==> config.mk <==
export PLATFORM = sky130hd
export DESIGN_NAME = calc_command_line_parser_top
export DESIGN_NICKNAME = d
export VERILOG_FILES = /design/src/rtl/core/cclp_pkg.sv /design/src/rtl/core/cclp_front.sv /design/src/rtl/core/cclp_queue.sv /design/src/rtl/core/cclp_back.sv /design/src/rtl/core/calc_command_line_parser_top.sv
export VERILOG_INCLUDE_DIRS = /design/src /design/src/rtl/core
export SDC_FILE = /design/constraint.sdc
export NUM_CORES = 1
export LEC_CHECK = 0
export BUFFER_PORTS_ARGS = -buffer_cell sky130_fd_sc_hd__buf_4
export CAP_MARGIN = 20
export CORE_MARGIN = 2
export CORE_UTILIZATION = 25
export CTS_CLUSTER_DIAMETER = 40
export DETAILED_ROUTE_END_ITERATION = 10
export GPL_TIMING_DRIVEN = 0
export MAX_ROUTING_LAYER = met4
export RECOVER_POWER = 100
export SLEW_MARGIN = 25
export SYNTH_ARGS = -nofsm -noshare
export SYNTH_HDL_FRONTEND = slang
export SYNTH_SLANG_ARGS = --single-unit
export TNS_END_PERCENT = 5
==> constraint.sdc <==
create_clock -name clk -period 5.35 [get_ports clk]
set_input_delay 0.8025 -clock clk [delete_from_list [all_inputs] [get_ports clk]]
set_output_delay 0.8025 -clock clk [all_outputs]
set_load 0.03 [all_outputs]
==> src/rtl/core/assert_macros.svh <==
// Assertion macros shared by the parser modules.
// Each macro expects signals named clk and rst_n in the using module.
`ifndef ASSERT_MACROS_SVH
`define ASSERT_MACROS_SVH

// Property checked on every rising edge outside reset.
`define ASSERT_CLK(label, prop, msg) \
    label: assert property (@(posedge clk) disable iff (!rst_n) (prop)) \
        else $error(msg);

// Condition that must never be true outside reset.
`define ASSERT_NEVER(label, cond, msg) \
    label: assert property (@(posedge clk) disable iff (!rst_n) !(cond)) \
        else $error(msg);

`endif

==> src/rtl/core/cclp_pkg.sv <==
// ----------------------------------------------------------------------------
// Command line parser package
// Shared types and character constants for the command line parser.
// ----------------------------------------------------------------------------
`default_nettype none

package cclp_pkg;

    // Queue between the classifier and the parser.
    localparam int unsigned QUEUE_DEPTH = 4;
    localparam int unsigned PTR_W       = $clog2(QUEUE_DEPTH);
    localparam int unsigned CNT_W       = $clog2(QUEUE_DEPTH + 1);

    // Characters of interest.
    localparam logic [7:0] CH_SPACE = 8'h20;
    localparam logic [7:0] CH_PLUS  = 8'h2B;
    localparam logic [7:0] CH_MINUS = 8'h2D;
    localparam logic [7:0] CH_EQ    = 8'h3D;
    localparam logic [7:0] CH_X     = 8'h78;
    localparam logic [7:0] CH_SLASH = 8'h2F;
    localparam logic [7:0] CH_ZERO  = 8'h30;
    localparam logic [7:0] CH_NINE  = 8'h39;

    // Operand magnitude limits: 2^30 and the saturation cap 2^30 + 1.
    localparam logic [30:0] MAG_LIMIT = 31'h4000_0000;
    localparam logic [30:0] MAG_CAP   = 31'h4000_0001;

    // Token counter saturates here.
    localparam logic [2:0] TOK_SAT = 3'd4;
    localparam logic [2:0] TOK_OP  = 3'd1;
    localparam logic [2:0] TOK_A   = 3'd2;
    localparam logic [2:0] TOK_B   = 3'd3;

    // One classified word travelling from the front to the back.
    typedef struct packed {
        logic       eol;
        logic [7:0] ch;
        logic       is_space;
        logic       is_digit;
        logic       is_sign;
        logic       is_minus;
        logic       is_op;
        logic [3:0] digit;
    } item_t;

    // One parse result.
    typedef struct packed {
        logic               line_valid;
        logic [7:0]         op_char;
        logic signed [30:0] first_operand;
        logic signed [30:0] second_operand;
        logic [2:0]         tokens_seen;
    } result_t;

endpackage

`default_nettype wire

==> src/rtl/core/cclp_front.sv <==
// ----------------------------------------------------------------------------
// Command line parser front end
// Classifies each incoming character into flags and a digit value for the parser.
// ----------------------------------------------------------------------------
`default_nettype none

module cclp_front (
    input  wire logic          req_type,
    input  wire logic [7:0]    ch,
    output cclp_pkg::item_t    item
);

    logic [7:0] digit_wide;

    // Character classes and the digit value.
    always_comb
    begin
        digit_wide    = ch - cclp_pkg::CH_ZERO;
        item.eol      = req_type;
        item.ch       = ch;
        item.is_space = (ch == cclp_pkg::CH_SPACE);
        item.is_digit = (ch >= cclp_pkg::CH_ZERO) && (ch <= cclp_pkg::CH_NINE);
        item.is_sign  = (ch == cclp_pkg::CH_PLUS) || (ch == cclp_pkg::CH_MINUS);
        item.is_minus = (ch == cclp_pkg::CH_MINUS);
        item.is_op    = (ch == cclp_pkg::CH_EQ) || (ch == cclp_pkg::CH_X)
                     || (ch == cclp_pkg::CH_PLUS) || (ch == cclp_pkg::CH_SLASH)
                     || (ch == cclp_pkg::CH_MINUS);
        item.digit    = digit_wide[3:0];
    end

endmodule

`default_nettype wire

==> src/rtl/core/cclp_queue.sv <==
// ----------------------------------------------------------------------------
// Command line parser queue
// Short first-in first-out buffer between the classifier and the parser.
// ----------------------------------------------------------------------------
`default_nettype none
`include "assert_macros.svh"

module cclp_queue (
    input  wire logic              clk,
    input  wire logic              rst_n,
    input  wire logic              push,
    input  wire cclp_pkg::item_t   push_item,
    output logic                   full,
    input  wire logic              pop,
    output logic                   valid,
    output cclp_pkg::item_t        head
);

    cclp_pkg::item_t                  slot_reg [cclp_pkg::QUEUE_DEPTH];
    logic [cclp_pkg::PTR_W-1:0]       wr_ptr_reg, wr_ptr_next;
    logic [cclp_pkg::PTR_W-1:0]       rd_ptr_reg, rd_ptr_next;
    logic [cclp_pkg::CNT_W-1:0]       count_reg, count_next;

    localparam logic [cclp_pkg::CNT_W-1:0] FULL_COUNT =
        cclp_pkg::CNT_W'(cclp_pkg::QUEUE_DEPTH);

    assign full  = (count_reg == FULL_COUNT);
    assign valid = (count_reg != '0);
    assign head  = slot_reg[rd_ptr_reg];

    // Pointer and fill count update.
    always_comb
    begin
        wr_ptr_next = push ? wr_ptr_reg + 1'b1 : wr_ptr_reg;
        rd_ptr_next = pop ? rd_ptr_reg + 1'b1 : rd_ptr_reg;
        count_next  = count_reg;
        if (push && !pop)
        begin
            count_next = count_reg + 1'b1;
        end
        else if (pop && !push)
        begin
            count_next = count_reg - 1'b1;
        end
    end

    always_ff @(posedge clk or negedge rst_n)
    begin
        if (!rst_n)
        begin
            wr_ptr_reg <= '0;
            rd_ptr_reg <= '0;
            count_reg  <= '0;
        end
        else
        begin
            wr_ptr_reg <= wr_ptr_next;
            rd_ptr_reg <= rd_ptr_next;
            count_reg  <= count_next;
        end
    end

    // Storage needs no reset.
    always_ff @(posedge clk)
    begin
        if (push)
        begin
            slot_reg[wr_ptr_reg] <= push_item;
        end
    end

    // Checks.
    `ASSERT_NEVER(a_no_overfill, count_reg > FULL_COUNT, "queue count beyond depth")
    `ASSERT_NEVER(a_no_push_full, push && full, "push into a full queue")
    `ASSERT_NEVER(a_no_pop_empty, pop && !valid, "pop from an empty queue")
    `ASSERT_CLK(a_count_track, push && !pop |=> count_reg == $past(count_reg) + 1'b1,
        "queue count did not follow a push")

endmodule

`default_nettype wire

==> src/rtl/core/cclp_back.sv <==
// ----------------------------------------------------------------------------
// Command line parser back end
// Tracks tokens, accumulates operands and holds the result for the output.
// ----------------------------------------------------------------------------
`default_nettype none
`include "assert_macros.svh"

module cclp_back (
    input  wire logic              clk,
    input  wire logic              rst_n,
    input  wire logic              item_valid,
    input  wire cclp_pkg::item_t   item,
    output logic                   pop,
    output logic                   res_valid,
    input  wire logic              res_ready,
    output cclp_pkg::result_t      res
);

    // Per-line parse state.
    logic [2:0]         tok_cnt_reg, tok_cnt_next;
    logic               inside_reg, inside_next;
    logic               chars_reg, chars_next;
    logic               neg_reg, neg_next;
    logic               stopped_reg, stopped_next;
    logic [30:0]        mag_reg, mag_next;
    logic               bad_reg, bad_next;
    logic [7:0]         op_reg, op_next;
    logic [30:0]        first_reg, first_next;
    logic [30:0]        second_reg, second_next;

    // Output register.
    logic               out_valid_reg, out_valid_next;
    cclp_pkg::result_t  out_reg, out_next;

    // Helper terms.
    logic [34:0]        acc_wide;
    logic [30:0]        acc_sat;
    logic [30:0]        close_mag;
    logic [30:0]        close_val;
    logic               close_bad;
    logic               operand_tok;
    logic [2:0]         tok_new;
    logic               bad_fin;
    logic [30:0]        first_fin;
    logic [30:0]        second_fin;

    assign res_valid = out_valid_reg;
    assign res       = out_reg;

    // An end-of-line word waits for a free output slot; characters never wait.
    assign pop = item_valid && (!item.eol || !out_valid_reg || res_ready);

    // Decimal accumulate with saturation at the cap.
    always_comb
    begin
        acc_wide = ({4'b0, mag_reg} << 3) + ({4'b0, mag_reg} << 1)
                 + {31'b0, item.digit};
        acc_sat  = (acc_wide > {4'b0, cclp_pkg::MAG_CAP}) ? cclp_pkg::MAG_CAP
                                                         : acc_wide[30:0];
    end

    // Range check and two's complement of a closing operand.
    always_comb
    begin
        operand_tok = (tok_cnt_reg == cclp_pkg::TOK_A) || (tok_cnt_reg == cclp_pkg::TOK_B);
        if (neg_reg)
        begin
            close_bad = stopped_reg || (mag_reg > cclp_pkg::MAG_LIMIT);
            close_mag = (mag_reg > cclp_pkg::MAG_LIMIT) ? cclp_pkg::MAG_LIMIT : mag_reg;
            close_val = ~close_mag + 31'd1;
        end
        else
        begin
            close_bad = stopped_reg || (mag_reg >= cclp_pkg::MAG_LIMIT);
            close_mag = mag_reg;
            close_val = (mag_reg >= cclp_pkg::MAG_LIMIT) ? cclp_pkg::MAG_LIMIT - 31'd1
                                                        : mag_reg;
        end
    end

    // Line values once an open token at end of line is closed.
    always_comb
    begin
        bad_fin    = bad_reg || (inside_reg && operand_tok && close_bad);
        first_fin  = (inside_reg && tok_cnt_reg == cclp_pkg::TOK_A) ? close_val : first_reg;
        second_fin = (inside_reg && tok_cnt_reg == cclp_pkg::TOK_B) ? close_val : second_reg;
        tok_new    = tok_cnt_reg;
        if (!inside_reg && tok_cnt_reg < cclp_pkg::TOK_SAT)
        begin
            tok_new = tok_cnt_reg + 3'd1;
        end
    end

    // Parse state update.
    always_comb
    begin
        tok_cnt_next = tok_cnt_reg;
        inside_next  = inside_reg;
        chars_next   = chars_reg;
        neg_next     = neg_reg;
        stopped_next = stopped_reg;
        mag_next     = mag_reg;
        bad_next     = bad_reg;
        op_next      = op_reg;
        first_next   = first_reg;
        second_next  = second_reg;

        if (pop)
        begin
            priority if (item.eol)
            begin
                tok_cnt_next = '0;
                inside_next  = 1'b0;
                chars_next   = 1'b0;
                neg_next     = 1'b0;
                stopped_next = 1'b0;
                mag_next     = '0;
                bad_next     = 1'b0;
                op_next      = '0;
                first_next   = '0;
                second_next  = '0;
            end
            else if (item.is_space)
            begin
                if (inside_reg)
                begin
                    if (operand_tok)
                    begin
                        bad_next = bad_reg || close_bad;
                        if (tok_cnt_reg == cclp_pkg::TOK_A)
                        begin
                            first_next = close_val;
                        end
                        else
                        begin
                            second_next = close_val;
                        end
                    end
                    inside_next  = 1'b0;
                    chars_next   = 1'b0;
                    neg_next     = 1'b0;
                    stopped_next = 1'b0;
                    mag_next     = '0;
                end
            end
            else
            begin
                inside_next  = 1'b1;
                tok_cnt_next = tok_new;
                chars_next   = 1'b1;
                // First character of the operator token.
                if (!inside_reg && tok_new == cclp_pkg::TOK_OP)
                begin
                    op_next = item.ch;
                    if (!item.is_op)
                    begin
                        bad_next = 1'b1;
                    end
                end
                // Operand tokens: digits, a leading sign, or a stop.
                if (tok_new == cclp_pkg::TOK_SAT)
                begin
                    bad_next = 1'b1;
                end
                else if (tok_new != cclp_pkg::TOK_OP)
                begin
                    priority if (item.is_digit)
                    begin
                        if (!stopped_reg)
                        begin
                            mag_next = acc_sat;
                        end
                    end
                    else if (item.is_sign && !chars_reg)
                    begin
                        neg_next = item.is_minus;
                    end
                    else
                    begin
                        stopped_next = 1'b1;
                    end
                end
            end
        end
    end

    // Output register: loads at end of line, empties when taken.
    always_comb
    begin
        out_valid_next = out_valid_reg && !res_ready;
        out_next       = out_reg;
        if (pop && item.eol)
        begin
            out_valid_next          = 1'b1;
            out_next.line_valid     = !bad_fin && (tok_cnt_reg == cclp_pkg::TOK_OP
                                                || tok_cnt_reg == cclp_pkg::TOK_B);
            out_next.op_char        = op_reg;
            out_next.first_operand  = first_fin;
            out_next.second_operand = second_fin;
            out_next.tokens_seen    = tok_cnt_reg;
        end
    end

    always_ff @(posedge clk or negedge rst_n)
    begin
        if (!rst_n)
        begin
            tok_cnt_reg   <= '0;
            inside_reg    <= 1'b0;
            chars_reg     <= 1'b0;
            neg_reg       <= 1'b0;
            stopped_reg   <= 1'b0;
            mag_reg       <= '0;
            bad_reg       <= 1'b0;
            op_reg        <= '0;
            first_reg     <= '0;
            second_reg    <= '0;
            out_valid_reg <= 1'b0;
        end
        else
        begin
            tok_cnt_reg   <= tok_cnt_next;
            inside_reg    <= inside_next;
            chars_reg     <= chars_next;
            neg_reg       <= neg_next;
            stopped_reg   <= stopped_next;
            mag_reg       <= mag_next;
            bad_reg       <= bad_next;
            op_reg        <= op_next;
            first_reg     <= first_next;
            second_reg    <= second_next;
            out_valid_reg <= out_valid_next;
        end
    end

    // Result payload needs no reset.
    always_ff @(posedge clk)
    begin
        out_reg <= out_next;
    end

    // Checks.
    `ASSERT_NEVER(a_tok_sat, tok_cnt_reg > cclp_pkg::TOK_SAT, "token count beyond saturation")
    `ASSERT_NEVER(a_mag_cap, mag_reg > cclp_pkg::MAG_CAP, "magnitude beyond cap")
    `ASSERT_CLK(a_valid_count, out_valid_reg && out_reg.line_valid |->
        out_reg.tokens_seen == cclp_pkg::TOK_OP || out_reg.tokens_seen == cclp_pkg::TOK_B,
        "valid line with wrong token count")
    `ASSERT_CLK(a_line_cleared, pop && item.eol |=> tok_cnt_reg == '0 && !inside_reg,
        "line state not cleared after end of line")

endmodule

`default_nettype wire

==> src/rtl/core/calc_command_line_parser_top.sv <==
// ----------------------------------------------------------------------------
// Command line parser top level
// Checks and parses an operator and two decimal operands from a text line.
// ----------------------------------------------------------------------------
//
//  Channel | Direction | tdata                                   | tuser
//  s_axis  | in        | ch[7:0]                                 | req_type
//  m_axis  | out       | op_char, first_operand, second_operand, | line_valid
//          |           | tokens_seen (bits 72:0, zero padded)    |
//
//  One word is accepted per cycle while the four-word queue has room.
//  The parser drains one word per cycle; an end-of-line word waits only for
//  the output register, which loads the line's result as that word is popped
//  from the queue.
//  Reset (rst_n low) clears the queue, the line state and the output valid.
//  A stalled output holds the result; the queue absorbs up to four words.
//
`default_nettype none

module calc_command_line_parser_top (
    input  wire logic         clk,
    input  wire logic         rst_n,
    input  wire logic         s_tvalid,
    output logic              s_tready,
    input  wire logic [7:0]   s_tdata,   // [7:0] ch
    input  wire logic         s_tuser,   // [0] req_type
    output logic              m_tvalid,
    input  wire logic         m_tready,
    output logic [79:0]       m_tdata,   // [7:0] op_char, [38:8] first_operand,
                                         // [69:39] second_operand, [72:70] tokens_seen
    output logic              m_tuser    // [0] line_valid
);

    cclp_pkg::item_t    front_item;
    cclp_pkg::item_t    head_item;
    cclp_pkg::result_t  result;
    logic               queue_full;
    logic               queue_valid;
    logic               queue_pop;
    logic               push;

    assign s_tready = !queue_full;
    assign push     = s_tvalid && !queue_full;

    // Classifier.
    cclp_front u_front (
        .req_type (s_tuser),
        .ch       (s_tdata),
        .item     (front_item)
    );

    // Queue between classifier and parser.
    cclp_queue u_queue (
        .clk       (clk),
        .rst_n     (rst_n),
        .push      (push),
        .push_item (front_item),
        .full      (queue_full),
        .pop       (queue_pop),
        .valid     (queue_valid),
        .head      (head_item)
    );

    // Parser and output register.
    cclp_back u_back (
        .clk        (clk),
        .rst_n      (rst_n),
        .item_valid (queue_valid),
        .item       (head_item),
        .pop        (queue_pop),
        .res_valid  (m_tvalid),
        .res_ready  (m_tready),
        .res        (result)
    );

    // Output packing.
    assign m_tuser = result.line_valid;
    assign m_tdata = {7'b0, result.tokens_seen, result.second_operand,
                      result.first_operand, result.op_char};

endmodule

`default_nettype wire

==> results of run 1 <==
## power groups by stage
stage / registers [W] / clock network [W] / logic, W
5_1_grt: 0.00298 / 0.00198 / 0.00386
3_3_place_gp: 0.00297 / 0 / 0.00378
4_1_cts: 0.00293 / 0.00190 / 0.00386
2_1_floorplan: 0.00350 / 0 / 0.00194
3_5_place_dp: 0.00295 / 0 / 0.00385
6_report: 0.00293 / 0.00187 / 0.00352
## final cells by class
cell class	count	area share [%]
sequential	247	43.6
clock inverter	18	1.30
multi-input combinational	970	39.9
inverter	30	0.726
buffer	78	2.32
clock buffer	31	4.40
tap	696	5.55
timing repair buffer	91	2.27
## what timing repair did
item                       in CTS  in global routing
setup endpoints to repair      31                 22
resized for setup              10                  5
pin swaps                       0                  1
buffers inserted                0                  1
## worst register-to-register path: cells and delay by family (launching register included)
family | cells | cell delay [ns]
adder cells (fa/ha/maj) | 2 | 0.97
flip-flops | 1 | 0.35
AND/OR/NAND/NOR | 3 | 0.86
multiplexers | 1 | 0.53
AO/OA/AOI/OAI | 5 | 1.46
buffers and inverters | 4 | 0.82
## routing by layer
layer	vias to the layer above	GRT usage (%)	share of wire, %	routed length (µm)
met5	-	-	0	0
met4	0	4.60	3.2	1190
met3	74	1.39	3.1	1140
met2	208	23.2	50	18700
met1	5183	16.4	44	16200
li1	5128	-	-	-
## worst min-delay path by stage
stage / slack [ns] / depth (start not counted) / to
final: 0.45 / 0 / u_back.res[66]$_DFFE_PP_
after global routing: 0.46 / 0 / u_back.res[66]$_DFFE_PP_
after CTS: 0.18 / 1 / u_queue.count_reg[0]$_DFFE_PN0P_
after detailed placement: 0.43 / 0 / u_back.res[66]$_DFFE_PP_
after global placement: 0.43 / 0 / u_back.res[70]$_DFFE_PP_
after floorplan: 0.42 / 0 / u_back.res[65]$_DFFE_PP_
## cell usage after synthesis (all sizes together), types with 18 or more instances
| cell | number | area, µm² |
|---|---|---|
| o31ai | 44 | 330 |
| ha | 70 | 876 |
| clkbuf | 52 | 195 |
| nand2 | 246 | 933 |
| dfrtp | 117 | 2930 |
| a21oi | 61 | 305 |
| nand3 | 21 | 105 |
| buf | 28 | 166 |
| inv | 29 | 109 |
| nor2 | 56 | 210 |
| o41ai | 20 | 175 |
| xnor2 | 18 | 158 |
| o21ai | 165 | 856 |
| edfxtp | 130 | 3900 |
## metrics by stage
stage	setup slack, ns	cell area [µm²]	total power (W)
2_1_floorplan	0.391	13500	0.00544
3_3_place_gp	-1.25	15100	0.00675
3_5_place_dp	-1.23	15100	0.00680
4_1_cts	0.0246	16100	0.00868
5_1_grt	0.0224	15700	0.00882
6_report	0.219	15700	0.00832
## cells by family after synthesis
logic type	share of synthesized area, %
AOI/OAI and AO/OA	18.5
xor gates and xnor gates	1.81
adders and majority gates	6.92
buffers and inverters	3.51
DFF	50.5
muxes	3.64
other	0.0277
and+or+nand+nor	15.1
==> out/summary.txt, run 1 <==
status -> finished, violations left
failing checks -> capacitance limit, slew limit
antenna cells -> 0
crit path cell chain -> buf_8 -> mux4_2 -> inv_1 -> fa_1 -> fa_1 -> nor2b_1 -> o2111a_1 -> o21ai_0 -> a2111oi_2 -> nor3b_1 -> o311a_1 -> or4_1 -> buf_2 -> buf_2 -> o41ai_1
Slew HR -> -96.8%
Final min period -> 5.13 ns
FF+latch count, synth -> 247
worst setup path startpoint -> u_queue.rd_ptr_reg[0]$_DFFE_PN0P_
CP peak stage delay -> 0.52 ns
Power Dens Cells -> 530 mW/mm²
crit-path max FO -> 18
Buf/Inv on CP -> 4
largest net degree at the start of global routing -> 66
Area Overhead vs Synth -> 15.9%
TritonCTS clock tree -> built
grt ovf -> 0
1st-pass router iterations -> 7
Max Fclk -> 0.195 GHz
initial core utilization -> 25.2%
worst slew pin tran -> 2.95 ns
Layout Utilization -> 29.3%
combinational power share -> 42.4%
asr flop ratio synth -> 47.4%
Core ar. -> 0.0536 mm²
Clk network pwr share -> 22.4%
routed len/inst -> 17.2 µm
synth unique cells -> 86
Final ANT Viol Nets -> 0
post-synth design cell area -> 0.0135 mm²
drc violations -> 0
Slew Limit Fails -> 120
setup slack, reg-to-reg -> 0.22 ns
die height -> 237 µm
first-pass GRT wire length -> 59100 µm
critical path's slowest cell -> mux4_2
Multi-input gate area -> 0.00625 mm²
Fin Setup TNS -> 0 ns
# IOs -> 96
Cell Rows -> 85
synth warn -> 0
filler cell count -> 5652
most common cell after layout, fill and taps aside -> nand2_1
Final Cycle Share -> 95.9%
clock slew at reported path FFs -> 0.06 ns
nets -> 1531
number of synthesized flops with an enable pin -> 130
antenna violations before repair -> 0
Post-Syn Instances -> 1321
vias -> 10.6k
total clock sinks -> 247
switching pwr -> 0.00362 W
Cells after DPL -> 2113
hold_sp -> u_back.op_reg[1]$_DFFE_PN0P_
Worst-Skew Late Latency -> 0.54 ns
layout cells sized above 1 -> 8.33%
Post-CTS Hold Buffers -> 0
Fin Clk Skew -> 0.0185 ns
worst reg-to-reg path cell count -> 15
GPL Wtd Cong -> 0.913
HP Class -> reg -> reg
CTS H-tree depth -> 1
clock root buffer -> clkbuf_16
commonest cells after routing, fill and taps aside -> nand2_1 (244), o21ai_0 (162), clkbuf_1 (145)
static leakage -> 6.21 nW
MaxCap Viol Count -> 2
Largest register FFs -> 74
Reg area -> 0.00683 mm²
Flop pwr share -> 35.2%
Post-synth top flop -> edfxtp_1
total CTS buffers -> 27
sw frac -> 43.5%
vias in the first global route -> 10.6k
final hold violations -> 0
RSZ-0062 raised after global routing -> false
PortBufs -> 88
Hold WS -> 0.448 ns
worst setup path end -> u_back.mag_reg[29]$_DFFE_PN0P_
critical path launch point type -> register
Finished Layout Cells -> 2161
Critical Path RT -> 5.76 ns
Critical Path End Type -> register
critical path depth in cells -> 15
internal power -> 0.00469 W
total wire length -> 37200 µm
Clock Tree Buf Depth -> 3
maximum VDD drop -> 254 µV
DR vias/cell -> 4.90
post-DP HPWL -> 28500 µm
Seq/Total Area, Yosys -> 50.5%
GRT Total Usage -> 13.4%
Crit path max-delay family -> compound AO/OA/AOI/OAI gates
Die Wd -> 237 µm
endpoints failing setup -> 0
worst r2r src -> u_queue.rd_ptr_reg[0]$_DFFE_PN0P_
RR Endpoint -> u_back.mag_reg[29]$_DFFE_PN0P_
average size of a mapped cell -> 10.2 µm²
initial drt markers -> 659
worst path arrival time -> 5.54 ns
crit path kind -> reg -> reg
Die ar. -> 0.0560 mm²
Power figures use the tool's default switching activity.
==> run 2: changes to the inputs <==
--- a/config.mk
+++ b/config.mk
@@ -10,6 +10,7 @@
 export CAP_MARGIN = 20
 export CORE_MARGIN = 2
 export CORE_UTILIZATION = 25
+export CTS_BUF_LIST = sky130_fd_sc_hd__clkbuf_16
 export CTS_CLUSTER_DIAMETER = 40
 export DETAILED_ROUTE_END_ITERATION = 10
 export GPL_TIMING_DRIVEN = 0
==> out/summary.txt, run 2 (same netlist as run 1, synthesis figures left out) <==
first-pass GRT wire length -> 59100 µm (unchanged)
1st-pass router iterations -> 5 (was 7)
Finished Layout Cells -> 2161 (unchanged)
# IOs -> 96 (unchanged)
critical path launch point type -> register (unchanged)
Die ar. -> 0.0560 mm² (unchanged)
largest net degree at the start of global routing -> 66 (unchanged)
Power Dens Cells -> 530 mW/mm² (about the same)
worst slew pin tran -> 2.95 ns (about the same)
Core ar. -> 0.0536 mm² (unchanged)
placed cell area -> 0.0151 mm² (unchanged)
Critical Path End Type -> register (unchanged)
status -> finished, violations left (unchanged)
TritonCTS clock tree -> built (unchanged)
Area Overhead vs Synth -> 15.9% (unchanged)
die height -> 237 µm (unchanged)
routed len/inst -> 17.2 µm (about the same)
final hold violations -> 0 (unchanged)
endpoints failing setup -> 0 (unchanged)
nets -> 1531 (unchanged)
M1 GR Usage -> 16.4% (unchanged)
antenna violations before repair -> 0 (unchanged)
failing checks -> capacitance limit, slew limit (unchanged)
post-route cell area -> 0.0157 mm² (unchanged)
initial drt markers -> 665 (was 659)
drc violations -> 0 (unchanged)
Final Cycle Share -> 95.9% (about the same)
Slew HR -> -97.0% (was -96.8%)
Fin Setup TNS -> 0 ns (unchanged)
Worst-Skew Late Latency -> 0.54 ns (about the same)
Clock Tree Buf Depth -> 3 (unchanged)
HP Class -> reg -> reg (unchanged)
most common cell after layout, fill and taps aside -> nand2_1 (unchanged)
MaxCap Viol Count -> 2 (unchanged)
Max Fclk -> 0.195 GHz (about the same)
PortBufs -> 88 (unchanged)
total clock sinks -> 247 (unchanged)
Final min period -> 5.13 ns (about the same)
post-DP HPWL -> 28500 µm (unchanged)
Final ANT Viol Nets -> 0 (unchanged)
clock slew at reported path FFs -> 0.06 ns (about the same)
static leakage -> 6.22 nW (was 6.21 nW)
met3 global-route usage -> 1.39% (unchanged)
total wire length -> 37100 µm (was 37200 µm)
Fin Clk Skew -> 0.0181 ns (was 0.0185 ns)
DR vias/cell -> 4.91 (was 4.90)
crit path kind -> reg -> reg (unchanged)
layout cells sized above 1 -> 8.33% (unchanged)
commonest cells after routing, fill and taps aside -> nand2_1 (244), o21ai_0 (162), clkbuf_1 (141) (was nand2_1 (244), o21ai_0 (162), clkbuf_1 (145))
Slew Limit Fails -> 120 (unchanged)
initial core utilization -> 25.2% (unchanged)
CTS H-tree depth -> 1 (unchanged)
Layout Utilization -> 29.3% (unchanged)
clock root buffer -> clkbuf_16 (unchanged)
worst path arrival time -> 5.55 ns (was 5.54 ns)
antenna cells -> 0 (unchanged)
met2 Track Usage GR -> 23.2% (unchanged)
Cells after DPL -> 2113 (unchanged)
grt ovf -> 0 (unchanged)
GPL Wtd Cong -> 0.913 (unchanged)
global route hottest layer -> met2 (unchanged)
Cell Rows -> 85 (unchanged)
GRT Total Usage -> 13.4% (unchanged)
vias -> 10.6k (about the same)
total CTS buffers -> 27 (unchanged)
Die Wd -> 237 µm (unchanged)
RSZ-0062 raised after global routing -> false (unchanged)
Critical Path RT -> 5.76 ns (about the same)
crit-path max FO -> 18 (unchanged)
maximum VDD drop -> 255 µV (was 254 µV)
vias in the first global route -> 10.6k (unchanged)
Largest register FFs -> 74 (unchanged)
run 2: changes by cell type in the layout (fill, tap and decap cells not counted), sizes merged:
| cell | previous run | this run |
|---|---|---|
| clkbuf | 176 | 172 |
| inv | 33 | 37 |
run 2: worst paths after layout:
| path | from | to | slack (ns) | cells after the start |
|---|---|---|---|---|
| worst max-delay path | u_queue.rd_ptr_reg[0]$_DFFE_PN0P_ | u_back.mag_reg[29]$_DFFE_PN0P_ | 0.22 | 15 |
| worst min-delay path | u_back.op_reg[1]$_DFFE_PN0P_ | u_back.res[66]$_DFFE_PP_ | 0.45 | 0 |
| worst max register to register | u_queue.rd_ptr_reg[0]$_DFFE_PN0P_ | u_back.mag_reg[29]$_DFFE_PN0P_ | 0.22 | 15 |
| worst min register to register | u_back.op_reg[1]$_DFFE_PN0P_ | u_back.res[66]$_DFFE_PP_ | 0.45 | 0 |
| max in group asynchronous | rst_n | u_back.second_reg[19]$_DFFE_PN0P_ | 1.29 | 2 |
| min in group asynchronous | rst_n | u_back.op_reg[5]$_DFFE_PN0P_ | 1.22 | 1 |
run 2: routing by layer:
metal	share of wire, %	wire length, µm
met4	3.2	1190
met2	50	18700
met5	0	0
met1	43	16100
met3	3.2	1200
run 2: cell type report:
cell class / count / area [µm²]
Buffer: 78 / 364
Clock buffer: 27 / 676
Clock inverter: 22 / 219
Fill cell: 5652 / 37900
Inverter: 30 / 114
Multi-Input combinational cell: 970 / 6250
Sequential cell: 247 / 6830
Tap cell: 696 / 871
Timing Repair Buffer: 91 / 355
run 2: where the power goes:
| part | switching, W | internal (W) | total, W | leakage [nW] |
|---|---|---|---|---|
| clock network | 0.000780 | 0.00108 | 0.00186 | 0.442 |
| registers | 0.000234 | 0.00269 | 0.00293 | 2.87 |
| logic | 0.00261 | 0.000914 | 0.00352 | 2.91 |
run 2: repair_timing:
action,in CTS,in global routing
cloned,0,0
gates resized for setup,10,5
hold buffers,0,0
setup buffers,0,1
hold endpoints to repair,0,0
pin swaps,0,1
setup endpoints to repair,31,22
run 2: through the flow:
| step | hold slack [ns] | setup slack, ns | power [W] |
|---|---|---|---|
| global route | 0.459 | 0.0224 | 0.00881 |
| CTS | 0.181 | 0.0246 | 0.00868 |
| floorplan | 0.425 | 0.391 | 0.00544 |
| global placement | 0.427 | -1.25 | 0.00675 |
| finish | 0.449 | 0.219 | 0.00831 |
| detailed placement | 0.435 | -1.23 | 0.00680 |
run 2: worst max-delay path: stages (launching register included):
cell       delay, ns
dfrtp_1         0.35
buf_8           0.21
mux4_2          0.52
inv_1           0.16
fa_1            0.49
fa_1            0.48
nor2b_1         0.22
o2111a_1        0.28
o21ai_0         0.22
a2111oi_2       0.40
nor3b_1         0.13
o311a_1         0.13
or4_1           0.51
buf_2           0.23
buf_2           0.21
o41ai_1         0.43
==> run 3: changes to the inputs <==
--- a/config.mk
+++ b/config.mk
@@ -13,9 +13,9 @@
 export CTS_BUF_LIST = sky130_fd_sc_hd__clkbuf_16
 export CTS_CLUSTER_DIAMETER = 40
 export DETAILED_ROUTE_END_ITERATION = 10
-export GPL_TIMING_DRIVEN = 0
 export MAX_ROUTING_LAYER = met4
 export RECOVER_POWER = 100
+export REMOVE_ABC_BUFFERS = 1
 export SLEW_MARGIN = 25
 export SYNTH_ARGS = -nofsm -noshare
 export SYNTH_HDL_FRONTEND = slang
==> out/summary.txt, run 3 (same netlist as run 1, synthesis figures left out) <==
total CTS buffers -> 30 (was 27)
Core ar. -> 0.0536 mm² (unchanged)
Final Cycle Share -> 93.3% (was 95.9%)
Area Overhead vs Synth -> 14.7% (was 15.9%)
critical path's slowest cell -> or4b_1 (was mux4_2)
GPL Wtd Cong -> 0.923 (was 0.913)
Critical Path End Type -> register (unchanged)
layout cells sized above 1 -> 8.36% (was 8.33%)
Fin Clk Skew -> 0.0217 ns (was 0.0181 ns)
Slew Limit Fails -> 200 (was 120)
worst slew pin tran -> 3.72 ns (was 2.95 ns)
Worst-Skew Late Latency -> 0.57 ns (was 0.54 ns)
crit path kind -> reg -> reg (unchanged)
status -> finished, violations left (unchanged)
routed len/inst -> 15.9 µm (was 17.2 µm)
cell mode on critical path -> o21ai_0
final hold violations -> 0 (unchanged)
crit path cell chain -> or4_1 -> or4b_1 -> or3_1 -> o21ai_4 -> nand2_1 -> ha_1 -> a21bo_1 -> o21bai_1 -> o41ai_1 -> xnor2_1 -> o21ai_0 -> o21ai_0 (was buf_8 -> mux4_2 -> inv_1 -> fa_1 -> fa_1 -> nor2b_1 -> o2111a_1 -> o21ai_0 -> a2111oi_2 -> nor3b_1 -> o311a_1 -> or4_1 -> buf_2 -> buf_2 -> o41ai_1)
Max Fclk -> 0.200 GHz (was 0.195 GHz)
drc violations -> 0 (unchanged)
maximum VDD drop -> 268 µV (was 255 µV)
GRT Total Usage -> 12.0% (was 13.4%)
grt ovf -> 0 (unchanged)
Clock Tree Buf Depth -> 3 (unchanged)
Final min period -> 4.99 ns (was 5.13 ns)
post-DP HPWL -> 24400 µm (was 28500 µm)
initial core utilization -> 25.2% (unchanged)
Slew HR -> -148% (was -97.0%)
vias in the first global route -> 10.0k (was 10.6k)
total clock sinks -> 247 (unchanged)
failing checks -> capacitance limit, slew limit (unchanged)
MaxCap Viol Count -> 5 (was 2)
Cells after DPL -> 2050 (was 2113)
endpoints failing setup -> 0 (unchanged)
total wire length -> 33500 µm (was 37100 µm)
most common cell after layout, fill and taps aside -> nand2_1 (unchanged)
critical path launch point type -> register (unchanged)
commonest cells after routing, fill and taps aside -> nand2_1 (242), o21ai_0 (157), edfxtp_1 (130) (was nand2_1 (244), o21ai_0 (162), clkbuf_1 (141))
Crit path max-delay family -> simple AND/OR/NAND/NOR gates (was compound AO/OA/AOI/OAI gates)
largest net degree at the start of global routing -> 69 (was 66)
crit-path max FO -> 14 (was 18)
Power Dens Cells -> 535 mW/mm² (was 530 mW/mm²)
Final ANT Viol Nets -> 0 (unchanged)
filler cell count -> 5587 (was 5652)
PortBufs -> 88 (unchanged)
Fin Setup TNS -> 0 ns (unchanged)
RSZ-0062 raised after global routing -> false (unchanged)
CTS H-tree depth -> 1 (unchanged)
first-pass GRT wire length -> 53900 µm (was 59100 µm)
static leakage -> 6.17 nW (was 6.22 nW)
Buf/Inv on CP -> 0 (was 4)
initial drt markers -> 703 (was 665)
antenna violations before repair -> 0 (unchanged)
Post-CTS Setup Repair Bufs -> 0 (unchanged)
HP Class -> reg -> reg (unchanged)
Die Wd -> 237 µm (unchanged)
nets -> 1473 (was 1531)
1st-pass router iterations -> 5 (unchanged)
post-CTS sizing -> 0 (was 10)
Finished Layout Cells -> 2107 (was 2161)
TritonCTS clock tree -> built (unchanged)
DR vias/cell -> 4.87 (was 4.91)
Post-CTS Hold Buffers -> 0 (unchanged)
clock root buffer -> clkbuf_16 (unchanged)
vias -> 10.3k (was 10.6k)
Die ar. -> 0.0560 mm² (unchanged)
# IOs -> 96 (unchanged)
clock slew at reported path FFs -> 0.06 ns (about the same)
Largest register FFs -> 74 (unchanged)
Critical Path RT -> 5.54 ns (was 5.76 ns)
antenna cells -> 0 (unchanged)
worst path arrival time -> 5.19 ns (was 5.55 ns)
CP peak stage delay -> 0.64 ns (was 0.52 ns)
Cell Rows -> 85 (unchanged)
die height -> 237 µm (unchanged)
==> run 3: cell types whose count changed in the layout (fill, tap and decap cells not counted), moves of 3 or more <==
| cell | delta |
|---|---|
| buf_1 | -3 |
| inv_8 | +3 |
| buf_2 | -7 |
| clkbuf_16 | +3 |
| clkbuf_1 | -48 |
| o21ai_2 | +3 |
| o21ai_0 | -5 |
==> run 3: layout make-up <==
type / instances / area, µm² / share of cell area (%)
timing repair buffer: 108 / 474 / 3.06
clock inverter: 26 / 255 / 1.64
multi-input combinational: 970 / 6220 / 40.1
sequential: 247 / 6830 / 44.0
clock buffer: 30 / 751 / 4.84
tap: 696 / 871 / 5.61
inverter: 30 / 113 / 0.726
==> run 3: power breakdown <==
part / total (W) / leakage (nW) / internal, W / switching (W)
Combinational: 0.00335 / 2.79 / 0.000885 / 0.00246
Clock: 0.00202 / 0.498 / 0.00119 / 0.000829
Sequential: 0.00293 / 2.87 / 0.00268 / 0.000249
==> run 3: worst paths after layout <==
check | from | to | slack, ns | cells after the start
setup / recovery | u_back.mag_reg[4]$_DFFE_PN0P_ | u_back.res[31]$_DFFE_PP_ | 0.36 | 12
hold / removal | u_back.op_reg[4]$_DFFE_PN0P_ | u_back.res[69]$_DFFE_PP_ | 0.45 | 0
setup reg to reg | u_back.mag_reg[4]$_DFFE_PN0P_ | u_back.res[31]$_DFFE_PP_ | 0.36 | 12
hold reg to reg | u_back.op_reg[4]$_DFFE_PN0P_ | u_back.res[69]$_DFFE_PP_ | 0.45 | 0
max in group asynchronous | rst_n | u_back.first_reg[25]$_DFFE_PN0P_ | 1.05 | 2
min in group asynchronous | rst_n | u_back.res_valid$_DFF_PN0_ | 1.52 | 1
==> run 3: metal layers <==
| metal | vias up | wire (µm) | GRT usage (%) |
|---|---|---|---|
| met2 | 236 | 16300 | 20.1 |
| met3 | 46 | 1340 | 1.36 |
| met1 | 4967 | 15200 | 15.5 |
| met4 | 0 | 610 | 3.09 |
| li1 | 5013 | - | - |
| met5 | - | 0 | - |
==> run 3: through the flow <==
stage / util (%) / hold WS [ns] / instance area (µm²) / total power, W / setup WS, ns
finish: 28.9 / 0.448 / 15500 / 0.00830 / 0.356
global route: 28.9 / 0.460 / 15500 / 0.00880 / 0.0350
CTS: 29.7 / 0.365 / 15900 / 0.00867 / 0.391
detailed placement: 27.8 / 0.440 / 14900 / 0.00661 / 0.418
global placement: 27.8 / 0.432 / 14900 / 0.00654 / 0.599
floorplan: - / 0.425 / 13200 / 0.00531 / 0.126
